`config.mk`:
```
export PLATFORM = sky130hd
export DESIGN_NAME = archive_entry_scanner_top
export DESIGN_NICKNAME = d
export VERILOG_FILES = /design/src/rtl/aescan_pkg.sv /design/src/rtl/aescan_step.sv /design/src/rtl/archive_entry_scanner_top.sv
export SDC_FILE = /design/constraint.sdc
export NUM_CORES = 1
export LEC_CHECK = 0
export BUFFER_PORTS_ARGS = -buffer_cell sky130_fd_sc_hd__buf_2
export CORE_ASPECT_RATIO = 1.4
export CORE_UTILIZATION = 50
export CTS_BUF_LIST = sky130_fd_sc_hd__clkbuf_8
export CTS_CLUSTER_DIAMETER = 30
export CTS_CLUSTER_SIZE = 12
export DETAILED_ROUTE_END_ITERATION = 10
export GPL_TIMING_DRIVEN = 0
export PLACE_DENSITY_LB_ADDON = 0.08
export SLEW_MARGIN = 15
export SYNTH_ARGS = -nofsm -noshare
export SYNTH_HDL_FRONTEND = slang
export SYNTH_SLANG_ARGS = --single-unit
```
`constraint.sdc`:
```
create_clock -name clk -period 8.5 [get_ports clk]
set_clock_uncertainty 0.1 [all_clocks]
set_input_delay 0.85 -clock clk [delete_from_list [all_inputs] [get_ports clk]]
set_output_delay 0.85 -clock clk [all_outputs]
set_load 0.005 [all_outputs]
```
`src/rtl/aescan_pkg.sv`:
```
`timescale 1ns / 1ps
// ----------------------------------------------------------------------------
// aescan_pkg
// Types and constants shared by the archive entry scanner modules.
// ----------------------------------------------------------------------------
package aescan_pkg;

    // Entry header magic, in stream order
    localparam logic [7:0] MAGIC0 = 8'h32;
    localparam logic [7:0] MAGIC1 = 8'h44;
    localparam logic [7:0] MAGIC2 = 8'h58;
    localparam logic [7:0] MAGIC3 = 8'h39;

    localparam int unsigned HDR_LEN_BITS = 5;
    localparam logic [HDR_LEN_BITS-1:0] HDR_IDX_AFTER_MAGIC = 5'd4;
    localparam logic [HDR_LEN_BITS-1:0] HDR_IDX_SIZE_FIRST  = 5'd8;
    localparam logic [HDR_LEN_BITS-1:0] HDR_IDX_SIZE_LAST   = 5'd11;
    localparam logic [HDR_LEN_BITS-1:0] HDR_IDX_LAST        = 5'd23;
    localparam logic [31:0]             HDR_LEN             = 32'h0000_0018;

    // Archive offsets of the little-endian entry count
    localparam logic [31:0] CNT_LO_OFS = 32'h0000_0014;
    localparam logic [31:0] CNT_HI_OFS = 32'h0000_0015;

    localparam logic [1:0] RECENT_FULL = 2'd3;

    localparam logic KIND_ENTRY   = 1'b0;
    localparam logic KIND_SUMMARY = 1'b1;

    typedef enum logic [1:0] {
        PH_SCAN   = 2'd0,
        PH_HEADER = 2'd1,
        PH_SKIP   = 2'd2,
        PH_DONE   = 2'd3
    } phase_t;

    typedef struct packed {
        logic [7:0] data_byte;
        logic       start_of_archive;
    } in_item_t;

    typedef struct packed {
        logic        kind;
        logic [15:0] entry_index;
        logic [31:0] payload_offset;
        logic [31:0] payload_size;
        logic [15:0] entry_count;
        logic        truncated;
    } out_item_t;

    typedef struct packed {
        logic [31:0]             byte_offset;
        logic [23:0]             recent_bytes;
        logic [1:0]              valid_recent;
        phase_t                  phase;
        logic [HDR_LEN_BITS-1:0] header_index;
        logic [31:0]             size_accum;
        logic [31:0]             skip_remaining;
        logic [31:0]             match_start;
        logic [15:0]             found_count;
        logic [15:0]             expected_count;
        logic                    overrun_seen;
    } scan_state_t;

endpackage

```
`src/rtl/aescan_step.sv`:
```
`timescale 1ns / 1ps
// ----------------------------------------------------------------------------
// aescan_step
// Next scan state and optional result word for one archive byte.
// ----------------------------------------------------------------------------
module aescan_step
(
    input  aescan_pkg::scan_state_t state,
    input  aescan_pkg::in_item_t    item,
    input  logic [31:0]             archive_length,
    output aescan_pkg::scan_state_t state_next,
    output logic                    hit,
    output aescan_pkg::out_item_t   result
);

    aescan_pkg::scan_state_t cur;
    logic [31:0] off;
    logic [7:0]  b;
    logic        magic_hit;
    logic [32:0] start_end;
    logic [33:0] pos_sum;
    logic [33:0] payload_end;
    logic [31:0] size_new;
    logic [31:0] start_pos;

    always_comb
    begin
        cur = state;
        if (item.start_of_archive)
        begin
            cur = '0;
            cur.phase = aescan_pkg::PH_SCAN;
        end
        off = cur.byte_offset;
        b   = item.data_byte;

        state_next = cur;
        hit        = 1'b0;
        result     = '0;

        // Count bytes are captured whatever the phase
        if (off == aescan_pkg::CNT_LO_OFS)
        begin
            state_next.expected_count[7:0] = b;
        end
        if (off == aescan_pkg::CNT_HI_OFS)
        begin
            state_next.expected_count[15:8] = b;
        end

        start_pos = off - 32'd3;
        start_end = {1'b0, start_pos} + {1'b0, aescan_pkg::HDR_LEN};
        magic_hit = (cur.valid_recent == aescan_pkg::RECENT_FULL)
                 && (cur.recent_bytes[23:16] == aescan_pkg::MAGIC0)
                 && (cur.recent_bytes[15:8]  == aescan_pkg::MAGIC1)
                 && (cur.recent_bytes[7:0]   == aescan_pkg::MAGIC2)
                 && (b == aescan_pkg::MAGIC3)
                 && (start_end < {1'b0, archive_length});

        size_new = cur.size_accum;
        if ((cur.header_index >= aescan_pkg::HDR_IDX_SIZE_FIRST)
            && (cur.header_index <= aescan_pkg::HDR_IDX_SIZE_LAST))
        begin
            case (cur.header_index[1:0])
                2'd0:    size_new[7:0]   = b;
                2'd1:    size_new[15:8]  = b;
                2'd2:    size_new[23:16] = b;
                default: size_new[31:24] = b;
            endcase
        end
        pos_sum     = {2'b00, cur.match_start} + {2'b00, aescan_pkg::HDR_LEN};
        payload_end = pos_sum + {2'b00, size_new};

        case (cur.phase)
            aescan_pkg::PH_SCAN:
            begin
                if (magic_hit)
                begin
                    state_next.match_start  = start_pos;
                    state_next.phase        = aescan_pkg::PH_HEADER;
                    state_next.header_index = aescan_pkg::HDR_IDX_AFTER_MAGIC;
                    state_next.size_accum   = '0;
                    state_next.valid_recent = '0;
                    state_next.recent_bytes = '0;
                end
                else
                begin
                    state_next.recent_bytes = {cur.recent_bytes[15:0], b};
                    if (cur.valid_recent != aescan_pkg::RECENT_FULL)
                    begin
                        state_next.valid_recent = cur.valid_recent + 2'd1;
                    end
                end
            end
            aescan_pkg::PH_HEADER:
            begin
                state_next.size_accum = size_new;
                if (cur.header_index >= aescan_pkg::HDR_IDX_LAST)
                begin
                    state_next.header_index = '0;
                    if (cur.found_count >= state_next.expected_count)
                    begin
                        state_next.phase = aescan_pkg::PH_DONE;
                    end
                    else if (payload_end > {2'b00, archive_length})
                    begin
                        state_next.overrun_seen = 1'b1;
                        state_next.phase        = aescan_pkg::PH_DONE;
                    end
                    else
                    begin
                        hit                   = 1'b1;
                        result.kind           = aescan_pkg::KIND_ENTRY;
                        result.entry_index    = cur.found_count;
                        result.payload_offset = pos_sum[31:0];
                        result.payload_size   = size_new;
                        state_next.found_count    = cur.found_count + 16'd1;
                        state_next.skip_remaining = size_new;
                        state_next.phase = (size_new == '0) ? aescan_pkg::PH_SCAN
                                                            : aescan_pkg::PH_SKIP;
                    end
                end
                else
                begin
                    state_next.header_index = cur.header_index + 5'd1;
                end
            end
            aescan_pkg::PH_SKIP:
            begin
                if (cur.skip_remaining <= 32'd1)
                begin
                    state_next.skip_remaining = '0;
                    state_next.phase          = aescan_pkg::PH_SCAN;
                end
                else
                begin
                    state_next.skip_remaining = cur.skip_remaining - 32'd1;
                end
            end
            default:
            begin
                state_next.phase = aescan_pkg::PH_DONE;
            end
        endcase

        // Summary on the last archive byte, unless an entry goes out there
        if (!hit && (archive_length != '0) && (off == archive_length - 32'd1))
        begin
            hit                = 1'b1;
            result             = '0;
            result.kind        = aescan_pkg::KIND_SUMMARY;
            result.entry_count = state_next.found_count;
            result.truncated   = state_next.overrun_seen;
        end

        state_next.byte_offset = off + 32'd1;
    end

endmodule

```
`src/rtl/archive_entry_scanner_top.sv`:
```
`timescale 1ns / 1ps
// ----------------------------------------------------------------------------
// archive_entry_scanner_top
// Byte-serial scanner that finds entry headers in an audio archive and
// reports each entry's payload offset and size, plus an end-of-archive summary.
// ----------------------------------------------------------------------------
//
//  channel   signals                              direction  word
//  -------   -----------------------------------  ---------  ----------------
//  item      item_valid, item_stall, item         in         in_item_t
//  result    result_valid, result_stall, result   out        out_item_t
//  length    length_we, length_wdata              in         32-bit length
//
//  Rate: one archive byte per clock while item_stall is low; a result word,
//  when a byte causes one, is loaded into the output register at the edge
//  that takes the byte, since the step is combinational and the scan state
//  and the output register both update at that edge.
//  Reset: rst_n clears the scan state, the length register and the output
//  valid flag at once; no clearing pass follows.
//  Stalls: item_stall rises only while a result word is held and the
//  downstream side stalls it; while the output drains, bytes keep flowing.
//
module archive_entry_scanner_top
(
    input  logic                  clk,
    input  logic                  rst_n,
    input  logic                  item_valid,
    output logic                  item_stall,
    input  aescan_pkg::in_item_t  item,
    output logic                  result_valid,
    input  logic                  result_stall,
    output aescan_pkg::out_item_t result,
    input  logic                  length_we,
    input  logic [31:0]           length_wdata
);

    // Archive length register (to be written only while idle; the block does not enforce this)
    logic [31:0] length_reg;

    // Scan state, updated once per accepted byte
    aescan_pkg::scan_state_t state_reg;
    aescan_pkg::scan_state_t state_next;

    // Output register: holds a finished word until downstream takes it
    logic                  result_valid_reg;
    logic                  result_valid_next;
    aescan_pkg::out_item_t result_reg;
    aescan_pkg::out_item_t result_next;

    logic                  step_hit;
    aescan_pkg::out_item_t step_result;
    aescan_pkg::scan_state_t step_state;
    logic                  item_take;

    // Hold input only when the output register is full and stalled
    assign item_stall = result_valid_reg && result_stall;
    assign item_take  = item_valid && !item_stall;

    aescan_step u_step
    (
        .state          (state_reg),
        .item           (item),
        .archive_length (length_reg),
        .state_next     (step_state),
        .hit            (step_hit),
        .result         (step_result)
    );

    always_comb
    begin
        state_next        = state_reg;
        result_valid_next = result_valid_reg;
        result_next       = result_reg;
        if (item_take)
        begin
            // Advance the scan; load the output register (or drop it empty)
            state_next        = step_state;
            result_valid_next = step_hit;
            result_next       = step_result;
        end
        else if (!result_stall)
        begin
            // Word taken downstream with nothing new behind it
            result_valid_next = 1'b0;
        end
    end

    always_ff @(posedge clk or negedge rst_n)
    begin
        if (!rst_n)
        begin
            length_reg       <= '0;
            state_reg        <= '0;
            result_valid_reg <= 1'b0;
        end
        else
        begin
            if (length_we)
            begin
                length_reg <= length_wdata;
            end
            state_reg        <= state_next;
            result_valid_reg <= result_valid_next;
        end
    end

    // Payload register, no reset needed
    always_ff @(posedge clk)
    begin
        result_reg <= result_next;
    end

    assign result_valid = result_valid_reg;
    assign result       = result_reg;

    // ------------------------------------------------------------------------
    // Assertions
    // ------------------------------------------------------------------------

    // Header index stays within the header while a header is being read
    a_hdr_index_range: assert property (@(posedge clk) disable iff (!rst_n)
        (state_reg.phase == aescan_pkg::PH_HEADER) |->
            ((state_reg.header_index >= aescan_pkg::HDR_IDX_AFTER_MAGIC)
             && (state_reg.header_index <= aescan_pkg::HDR_IDX_LAST)))
        else $error("header index out of range");

    // Header index is parked at zero outside the header phase
    a_hdr_index_idle: assert property (@(posedge clk) disable iff (!rst_n)
        (state_reg.phase != aescan_pkg::PH_HEADER) |->
            (state_reg.header_index == '0))
        else $error("header index not cleared outside header");

    // Skip phase always has payload left to skip
    a_skip_nonzero: assert property (@(posedge clk) disable iff (!rst_n)
        (state_reg.phase == aescan_pkg::PH_SKIP) |->
            (state_reg.skip_remaining != '0))
        else $error("skip phase with nothing to skip");

    // An accepted byte advances the offset by exactly one, or restarts it
    a_offset_step: assert property (@(posedge clk) disable iff (!rst_n)
        (item_take && !item.start_of_archive) |=>
            (state_reg.byte_offset == $past(state_reg.byte_offset) + 32'd1))
        else $error("byte offset did not advance by one");

    // Input is held off only while an output word sits stalled
    a_stall_cause: assert property (@(posedge clk) disable iff (!rst_n)
        item_stall |-> (result_valid && result_stall))
        else $error("input stalled without a pending output word");

endmodule
```
==> impl_results.md, run 1 <==
* Die W at 181 µm
* Vias at 21,400
* Reg2reg start: state_reg[129]$_DFFE_PN0P_
* Most frequent cells in the layout: nand2_1, dfrtp_1, nor2_1, o21ai_0, buf_2
* Reg-to-reg slack, setup at 0.98 ns
* Post-synth EDFFs at 98
* Antenna violations before repair at 1
* Die Ht at 252 µm
* HPWL Detailed at 65,400 µm
* Hold slack at 0.0441 ns
* Compound-gate portion of the synthesized area at 18.4%
* P_leak at 11.6 nW
* Share of the synthesized area in the top cell type at 25.4%
* Status: complete, no violations
* Endpoint class of the critical path: register
* Final worst setup slack at 0.245 ns
* Per-cell routed wire length at 25.2 µm
* Mux contribution to synthesized area at 1.58%
* Synth cell types at 87
* First DRT Iteration DRCs at 1,903
* Largest net degree at the start of global routing at 87
* Crit Path Class: input port to register
* Final hold viol count at 0
* Top post-synthesis cells by area: dfrtp_1, edfxtp_1, ha_1
* # IOs at 146
* Number of flip-flops in the largest register at 194
* Reg2Reg Capture Point: state_reg[26]$_DFFE_PN0P_
* Placer Congestion at 0.961
* WP data required at 8.95 ns
* Core area at 44,100 µm²
* First-pass GRT wire length at 128,000 µm
* Total CTS buffers at 73
* Clock Latency Late Sink at 0.67 ns
* Final period util at 97.1%
* Vias in the first global route at 21,200
* Area leader, netlist: dfrtp_1
* PortBufs at 143
* CTS tree: yes
* CP most frequent cell: clkbuf_16
* Max-slew violation count at 0
* Clock Tree Root: clkbuf_8
* Die ar. at 45,600 µm²
* Row cnt at 91
* Pre-CTS setup slack at -4.05 ns
* Placed cell area at 24,000 µm²
* Cell Area, Synth at 22,400 µm²
* Max Fanout on Critical Path at 19
* Slew HR at 17.3%
* Synth-to-Final Area Change at 17.7%
* Storage element area at 8620 µm²
* Slowest stage cell, crit path: or4b_2
* First drt pass iteration count at 6
* #FFs+latches synth at 325
* PwrDens at 169 nW/µm²
* Most used DFF post-synth: dfrtp_1
* Xor-xnor portion of the synthesized cell area at 6.89%
* Fill cells at 4,086
* Max-cap viol count at 0
* Multi-input combinational cell area at 13,200 µm²
* Asr flop ratio synth at 69.8%
* Largest family of logic cells by synthesized area: simple AND/OR/NAND/NOR gates
* Crit start category: input port
* Post-route ant nets at 0
* Global route overflow at 0
* Vias per cell at 6.25
* Arrival time of the worst setup path at 8.70 ns
* Most common cell after layout, fill and taps aside: nand2_1
* Global-route usage over all layers at 37.8%
* Clock Sinks at 325
* Register clock-pin slew on the reported worst setup and hold paths at 0.06 ns
* Fin area at 26,300 µm²
* Seq/Total Area, Yosys at 38.5%
* Ys Warns at 0
* Maximum vdd ir drop at 0.134 mV
* Max Clk Rate at 121 MHz
* DRC at 0
* Slew @ Worst Pin at 1.24 ns
* Worst min path class: input port to async pin
* Mean post-synth cell area at 8.66 µm²
* Critical Path Start: item[0]
* Post-Synth Simple-Gate Area at 22.6%
* Total Wirelength at 86,200 µm
* Synthesized instance count at 2,582
* Final Net Count at 2,988
* Share of cells above drive strength 1 at 15.4%
* Adder and majority cell fraction of the synthesized area at 7.40%
* Clock Path Buffers at 3
* CP peak stage delay at 0.63 ns
* Total power at 4.44 mW
* Starting density of the core at 50.8%
* Count of final setup violators at 0
* Hold_buf cts at 0
* H-tree lvl count at 3
* Minimum clock period at 8.25 ns
* R2R cell count at 33
* Synth Net Count at 2,759
-- report_power, final --
part,switching [mW],internal (mW)
clock,0.868,1.10
sequential,0.0453,1.67
combinational,0.492,0.260
-- per-layer routing --
metal | up-vias | share of wire, % | global-route usage [%]
met5 | - | 0 | 0
met4 | 0 | 7.3 | 27.5
met3 | 276 | 6.6 | 5.73
met2 | 961 | 49 | 65.3
met1 | 10400 | 37 | 42.4
li1 | 9780 | - | -
-- stage by stage --
step	util, %	instances	setup TNS (ns)
4_1_cts	59.3	3421	0
3_5_place_dp	54.5	3288	-882.93
5_1_grt	59.7	3428	-0.0694
6_report	59.7	3428	0
3_3_place_gp	54.3	3283	-886.51
2_1_floorplan	-	2582	0
-- repair_timing --
| action | 4_1_cts | 5_1_grt |
|---|---|---|
| buffers inserted | 8 | 9 |
| pin swaps | 8 | 6 |
| gates resized for setup | 102 | 34 |
| endpoints found under the setup margin | 245 | 244 |
| gates cloned | 1 | 0 |
-- cells in the mapped netlist (43+ instances only) --
cell	instances
edfxtp_1	98
a21o_1	55
nand4_1	49
nand3_1	108
dfrtp_1	227
nor2_1	214
nor3_1	80
inv_1	110
a21oi_1	149
o21ai_0	197
xnor2_1	122
clkbuf_1	118
nor2b_1	52
nand2_1	259
and3_1	43
xor2_1	54
ha_1	130
-- kinds of logic (layout without fill, tap and decap cells) --
family | Yosys count | in the layout
and+or+nand+nor | 1005 | 1005
AOI/OAI and AO/OA | 649 | 649
DFF | 325 | 325
buffers and inverters | 261 | 548
xor gates and xnor gates | 176 | 176
adders and majority gates | 132 | 132
muxes | 34 | 34
other | 0 | 1
-- layout make-up --
type | instances | area share, %
Clock inverter | 53 | 2.00
Timing Repair Buffer | 166 | 3.71
Inverter | 112 | 1.61
Multi-Input combinational cell | 1996 | 50.0
Sequential cell | 325 | 32.8
Buffer | 137 | 3.08
Antenna cell | 1 | 0.00951
Clock buffer | 80 | 4.18
Tap cell | 558 | 2.65
-- critical path: cells and delay by family --
| family | cells | cell delay, ns |
|---|---|---|
| xor+xnor | 1 | 0.09 |
| fa+ha+maj | 3 | 0.72 |
| compound gates | 5 | 1.09 |
| simple gates | 10 | 3.18 |
| buf+inv | 15 | 2.69 |
-- how the worst max path moves through the flow --
stage                                 end  slack, ns  depth (start not counted)
6_report       state_reg[107]$_DFFE_PN0P_       0.25                         34
5_1_grt         state_reg[26]$_DFFE_PN0P_      -0.04                         41
4_1_cts          result[13]$_SDFFCE_PN0P_      0.008                         41
3_5_place_dp     result[51]$_SDFFCE_PP0P_      -4.05                         43
3_3_place_gp     result[52]$_SDFFCE_PP0P_      -4.07                         44
2_1_floorplan   state_reg[26]$_DFFE_PN0P_      0.004                         44
Power figures use the tool's default switching activity.
==> inputs of run 2 (changes only) <==
--- a/config.mk
+++ b/config.mk
@@ -13,6 +13,7 @@
 export CTS_CLUSTER_SIZE = 12
 export DETAILED_ROUTE_END_ITERATION = 10
 export GPL_TIMING_DRIVEN = 0
+export MAX_ROUTING_LAYER = met4
 export PLACE_DENSITY_LB_ADDON = 0.08
 export SLEW_MARGIN = 15
 export SYNTH_ARGS = -nofsm -noshare
==> constraint.sdc (replaced) <==
create_clock -name clk -period 10.3 [get_ports clk]
set_clock_uncertainty 0.1 [all_clocks]
set_input_delay 1.03 -clock clk [delete_from_list [all_inputs] [get_ports clk]]
set_output_delay 1.03 -clock clk [all_outputs]
set_load 0.005 [all_outputs]
==> impl_results.md, run 2 (synthesis gave the netlist of run 1 again) <==
* Status: complete, no violations
* H-tree lvl count at 3 (unchanged)
* Final hold viol count at 0 (unchanged)
* Sequential power share at 38.9% (+0.2 points)
* Final period util at 96.8%
* Max Fanout on Critical Path at 19 (unchanged)
* Die Ht at 252 µm (unchanged)
* Comb power frac at 16.8% (-0.2 points)
* Most frequent cells in the layout: nand2_1, dfrtp_1, nor2_1, o21ai_0, buf_2
* Post-route ant nets at 0 (unchanged)
* Arrival time of the worst setup path at 10.34 ns (+1.64 ns)
* CP peak stage delay at 0.58 ns (-0.05 ns)
* Hold_buf cts at 0 (unchanged)
* Global-route usage over all layers at 39.3% (+1.6 points)
* Placed cell count at 3,288 (unchanged)
* Starting density of the core at 50.8% (unchanged)
* First drt pass iteration count at 8 (+2)
* M2 GR Usage at 65.8% (+0.52 points)
* Met3 Usage GRT at 7.36% (+1.6 points)
* Vias at 21,600 (+0.74%)
* Clock Tree Root: clkbuf_8
* Max-cap viol count at 0 (unchanged)
* Pre-CTS setup slack at -5.84 ns (-1.79 ns)
* Clock Power Share at 44.3% (about the same)
* WP data required at 10.66 ns (+1.71 ns)
* Max Clk Rate at 100 MHz
* Crit Path Class: input port to register
* Placer Congestion at 1.00 (+4.3%)
* CTS tree: yes
* RSZ-0062 raised after global routing: no
* First-pass GRT wire length at 129,000 µm (+0.76%)
* Final core utilization at 58.5% (-1.3 points)
* Final Net Count at 2,981 (-0.23%)
* Worst min path class: input port to async pin
* Largest net degree at the start of global routing at 93 (+6.9%)
* Row cnt at 91 (unchanged)
* Internal power at 2.46 mW (-19%)
* GRT busiest layer: met2
* Max-slew violation count at 0 (unchanged)
* Core area at 44,100 µm² (unchanged)
* Global route overflow at 0 (unchanged)
* Grt met1 use at 42.3% (-0.13 points)
* Die ar. at 45,600 µm² (unchanged)
* Final setup TNS at 0 ns (unchanged)
* First DRT Iteration DRCs at 1,954 (+2.7%)
* Register clock-pin slew on the reported worst setup and hold paths at 0.06 ns (about the same)
* # IOs at 146 (unchanged)
* Synth-to-Final Area Change at 15.2%
* Slowest stage cell, crit path: or4_1
* Number of flip-flops in the largest register at 194 (unchanged)
* Final worst setup slack at 0.328 ns (+0.0828 ns)
* Most common cell after layout, fill and taps aside: nand2_1
* Minimum clock period at 9.97 ns
* Placed cell area at 23,900 µm² (-0.50%)
* HPWL Detailed at 66,400 µm (+1.6%)
* PortBufs at 143 (unchanged)
* P_leak at 11.4 nW (-1.8%)
* CP most frequent cell: clkbuf_8
* Share of cells above drive strength 1 at 13.2% (-2.2 points)
* Count of final setup violators at 0 (unchanged)
* Vias per cell at 6.31 (+0.91%)
* Total Wirelength at 86,800 µm (+0.65%)
* Fin area at 25,800 µm² (-2.1%)
* Maximum vdd ir drop at 0.102 mV (-24%)
* PwrDens at 141 nW/µm² (-16%)
* Antenna violations before repair at 1 (unchanged)
* Clock Path Buffers at 3 (unchanged)
* DRC at 0 (unchanged)
* Clock Latency Late Sink at 0.70 ns (+0.03 ns)
* Total power at 3.64 mW (-18%)
* Slew @ Worst Pin at 1.26 ns (+0.0197 ns)
* Per-cell routed wire length at 25.4 µm (+0.82%)
* Slew HR at 16.0% (-1.3 points)
* Hold slack at 0.220 ns (+0.176 ns)
* Post-Layout Cell Count at 3,422 (-0.18%)
* Sw power at 1.18 mW (-16%)
* Clock Sinks at 325 (unchanged)
* Die W at 181 µm (unchanged)
* Sw Share at 32.4% (+0.75 points)
* Vias in the first global route at 21,200 (-0.26%)
* Total CTS buffers at 73 (unchanged)
* Crit start category: input port
* Endpoint class of the critical path: register
-- run 2: changes by cell type in the layout (fill, tap and decap cells not counted), moves of 5 or more --
cell,delta
a31oi_1,+10
a31oi_2,-8
buf_2,+5
buf_4,-16
clkbuf_1,+8
clkbuf_16,-6
clkinvlp_4,+8
ha_1,+5
nor3_1,+6
nor3_2,-6
-- run 2: power by group through the flow --
stage / Combinational [mW] / Clock (mW) / Sequential [mW]
4_1_cts: 0.603 / 1.62 / 1.41
5_1_grt: 0.662 / 1.68 / 1.42
6_report: 0.610 / 1.61 / 1.42
3_5_place_dp: 0.595 / 0 / 1.44
2_1_floorplan: 0.371 / 0 / 1.43
3_3_place_gp: 0.579 / 0 / 1.44
-- run 2: layout make-up --
cell class              instances  area, µm²
clock buffers                  78       1070
multi-input cells            1996      12800
fillers                      4132      18300
well taps                     558        698
flip-flops and latches        325       8620
clock inverters                56        537
inverters                     112        424
repair buffers                153        868
diodes                          1       2.50
plain buffers                 143        724
-- run 2: critical path, delay by kind of cell --
family | cells | cell delay (ns)
AOI/OAI and AO/OA | 12 | 2.14
and+or+nand+nor | 12 | 2.62
xor gates and xnor gates | 1 | 0.27
adders and majority gates | 4 | 1.42
buffers and inverters | 12 | 2.77
-- run 2: worst paths after layout --
check                           slack [ns]  cells past startpoint                        from                         end
worst max-delay path                  0.33                     41                     item[0]    result[79]$_SDFFCE_PP0P_
worst min-delay path                  0.22                      1                       rst_n   state_reg[91]$_DFFE_PN0P_
worst max register to register        1.77                     31  state_reg[129]$_DFFE_PN0P_    result[79]$_SDFFCE_PP0P_
worst min register to register        0.38                      2    state_reg[3]$_DFFE_PN0P_    state_reg[3]$_DFFE_PN0P_
max in group asynchronous             8.64                      3                       rst_n  state_reg[163]$_DFFE_PN0P_
min in group clk                      0.38                      2    state_reg[3]$_DFFE_PN0P_    state_reg[3]$_DFFE_PN0P_
-- run 2: layer usage --
layer  part of all wire (%)  vias up
met5                      0        -
met4                    7.2        0
met3                    7.0      301
met2                     49      976
met1                     37    10500
li1                       -     9774
-- run 2: timing repair --
item	4_1_cts	5_1_grt
setup buffers	4	1
gates resized for setup	56	16
pin swaps	3	1
endpoints found under the setup margin	246	240
hold endpoints to repair	0	0
==> inputs of run 3 (changes only) <==
--- a/config.mk
+++ b/config.mk
@@ -18,4 +18,5 @@
 export SLEW_MARGIN = 15
 export SYNTH_ARGS = -nofsm -noshare
 export SYNTH_HDL_FRONTEND = slang
+export SYNTH_HIERARCHICAL = 1
 export SYNTH_SLANG_ARGS = --single-unit
==> impl_results.md, run 3 <==
* Final worst setup slack at 0.0175 ns (-0.311 ns)
* Total power at 3.88 mW (+6.7%)
* Minimum clock period at 10.28 ns (+0.311 ns)
* Vias in the first global route at 22,700 (+7.2%)
* Endpoint class of the critical path: register
* CTS tree: yes
* Status: complete, no violations
* Largest net degree at the start of global routing at 108 (+16%)
* Crit Path Class: input port to register
* Asr flop ratio synth at 69.8% (unchanged)
* Area leader, netlist: dfrtp_1
* Final hold viol count at 0 (unchanged)
* Final Net Count at 3,073 (+3.1%)
* H-tree lvl count at 3 (unchanged)
* Final period util at 99.8% (+3.0 points)
* Most frequent cells in the layout: nor2_1, dfrtp_1, nand2_1, buf_2
* Slowest stage cell, crit path: clkdlybuf4s18_2
* Worst min path class: input port to async pin
* First-pass GRT wire length at 138,000 µm (+6.8%)
* #FFs+latches synth at 325 (unchanged)
* Placer Congestion at 1.03 (+3.0%)
* Number of flip-flops in the largest register at 194 (unchanged)
* Count of final setup violators at 0 (unchanged)
* Hold_buf cts at 0 (unchanged)
* Cell Area, Synth at 24,600 µm² (+10%)
* First drt pass iteration count at 6 (-2)
* P_leak at 12.6 nW (+11%)
* Antenna violations before repair at 2 (+1)
* Maximum vdd ir drop at 0.168 mV (+65%)
* Synthesized instance count at 2,688 (+4.1%)
* Share of cells above drive strength 1 at 18.3% (+5.0 points)
* Most used DFF post-synth: dfrtp_1
* Die Ht at 265 µm (+4.9%)
* Mux contribution to synthesized area at 12.2% (+11 points)
* Post-synth EDFFs at 98 (unchanged)
* Vias at 22,900 (+6.2%)
* CP peak stage delay at 0.58 ns (about the same)
* Post-route ant nets at 0 (unchanged)
* Per-cell routed wire length at 26.2 µm (+3.3%)
* R2R cell count at 27 (-13%)
* Starting density of the core at 51.0% (+0.27 points)
* Arrival time of the worst setup path at 10.72 ns (+0.38 ns)
* Max Clk Rate at 97.3 MHz (-3.0%)
* Synth-to-Final Area Change at 14.5%
* Vias per cell at 6.39 (+1.3%)
* Crit start category: input port
* First DRT Iteration DRCs at 1,710 (-12%)
* Largest family of logic cells by synthesized area: simple AND/OR/NAND/NOR gates
* Reg2Reg Capture Point: state_reg[135]$_DFFE_PN0P_
* Pre-CTS setup slack at -6.18 ns (-0.338 ns)
* Placed cell area at 26,200 µm² (+9.6%)
* Reg-to-reg slack, setup at 0.96 ns (-0.81 ns)
* Core area at 48,300 µm² (+9.5%)
* Post-Synth Simple-Gate Area at 20.0% (-2.7 points)
* Fin area at 28,200 µm² (+9.5%)
* # IOs at 146 (unchanged)
* Max-slew violation count at 0 (unchanged)
* Clock Sinks at 325 (unchanged)
* DRC at 0 (unchanged)
* Clock Latency Late Sink at 0.69 ns (about the same)
* Reg2reg start: state_reg[133]$_DFFE_PN0P_
* RSZ-0062 raised after global routing: no
* PwrDens at 138 nW/µm² (-2.5%)
* Cell with the most instances after synthesis: nor2_1
* Row cnt at 95 (+4.4%)
* Die ar. at 50,200 µm² (+10%)
* Seq/Total Area, Yosys at 35.0% (-3.5 points)
* Post-Layout Cell Count at 3,588 (+4.9%)
* Total CTS buffers at 73 (unchanged)
* Most common cell after layout, fill and taps aside: nor2_1
* Max-cap viol count at 0 (unchanged)
* Total Wirelength at 94,000 µm (+8.4%)
* Post-synth top cells: nor2_1, dfrtp_1, nand2_1
* Global-route usage over all layers at 38.5% (-0.80 points)
* Compound-gate portion of the synthesized area at 15.4% (-2.9 points)
* Synth Net Count at 2,865 (+3.8%)
* Register clock-pin slew on the reported worst setup and hold paths at 0.05 ns (about the same)
* Max Fanout on Critical Path at 19 (unchanged)
* Global route overflow at 0 (unchanged)
* WP data required at 10.74 ns (+0.08 ns)
* Ys Warns at 6 (+6)
* Clock Tree Root: clkbuf_8
* Mean post-synth cell area at 9.16 µm² (+5.8%)
* Share of the synthesized area in the top cell type at 23.1% (-2.3 points)
* PortBufs at 137 (-4.2%)
* Adder and majority cell fraction of the synthesized area at 6.68% (-0.72 points)
* Synth cell types at 90 (+3.4%)
* Xor-xnor portion of the synthesized cell area at 5.92% (-0.97 points)
* Slew @ Worst Pin at 1.21 ns (-0.0456 ns)
* Clock Path Buffers at 3 (unchanged)
* Slew HR at 19.1% (+3.0 points)
* HPWL Detailed at 72,400 µm (+9.0%)
* Die W at 190 µm (+4.9%)
* Placed cell count at 3,458 (+5.2%)
* Top post-synthesis cells by area: dfrtp_1, edfxtp_1, ha_1
==> run 3: cell types whose count changed after synthesis, moves of 26 or more <==
| cell | previous run | this run |
|---|---|---|
| mux2_2 | 11 | 136 |
| mux2_1 | 0 | 107 |
| o21ai_0 | 197 | 103 |
| nand2_1 | 259 | 175 |
| nor2_1 | 214 | 262 |
| nand3_1 | 108 | 67 |
| clkbuf_1 | 118 | 88 |
| o21ai_1 | 31 | 2 |
| a21o_1 | 55 | 29 |
==> run 3: critical path, delay by kind of cell <==
family / cells / cell delay, ns
AO/OA/AOI/OAI: 6 / 1.89
XOR/XNOR: 1 / 0.14
adder cells (fa/ha/maj): 2 / 0.66
buffers and inverters: 11 / 3.76
multiplexers: 2 / 0.64
AND/OR/NAND/NOR: 10 / 2.52
==> run 3: worst max-delay path by stage <==
stage	endpoint	startpoint	cells after the start
finish	state_reg[49]$_DFFE_PN0P_	item[0]	32
global route	state_reg[135]$_DFFE_PN0P_	item[0]	38
CTS	state_reg[135]$_DFFE_PN0P_	item[0]	37
detailed placement	result[86]$_DFFE_PP_	item[0]	37
global placement	result[50]$_DFFE_PP_	item[0]	37
floorplan	result_valid$_DFFE_PN0P_	item[0]	37
==> run 3: area by class of cell <==
cell class | instances | area (µm²)
clock buffers | 77 | 1060
flip-flops and latches | 325 | 8620
well taps | 630 | 788
fillers | 4348 | 20000
multi-input cells | 2082 | 15100
inverters | 130 | 492
diodes | 2 | 5.00
clock inverters | 58 | 639
repair buffers | 140 | 768
plain buffers | 144 | 783
==> run 3: timing repair <==
item                       4_1_cts  5_1_grt
setup buffers                    0        0
gates resized for setup        101       20
pin swaps                        1        2
setup endpoints to repair      245      177
==> run 3: where the power goes <==
group	switching [mW]	internal (mW)
combinational	0.473	0.289
clock	0.684	1.02
sequential	0.0445	1.38
==> run 3: cells by family after synthesis <==
logic type | after synthesis
AOI/OAI and AO/OA | 556
muxes | 269
and+or+nand+nor | 961
adders and majority gates | 131
DFF | 325
xor gates and xnor gates | 165
buffers and inverters | 281
==> run 3: stage by stage <==
stage               hold WS [ns]  utilization, %  setup TNS, ns
global route               0.266            58.5              0
CTS                        0.217            58.4              0
global placement           0.359            54.1       -1303.15
detailed placement         0.367            54.3       -1161.19
finish                     0.208            58.5              0
floorplan                  0.350               -              0
==> run 3: routing by layer <==
metal | part of all wire, % | vias up | GRT usage, %
met5 | 0 | - | -
met4 | 9.2 | 0 | 31.8
met3 | 5.9 | 369 | 5.67
met2 | 49 | 1033 | 64.4
met1 | 36 | 11200 | 40.1
li1 | - | 10300 | -
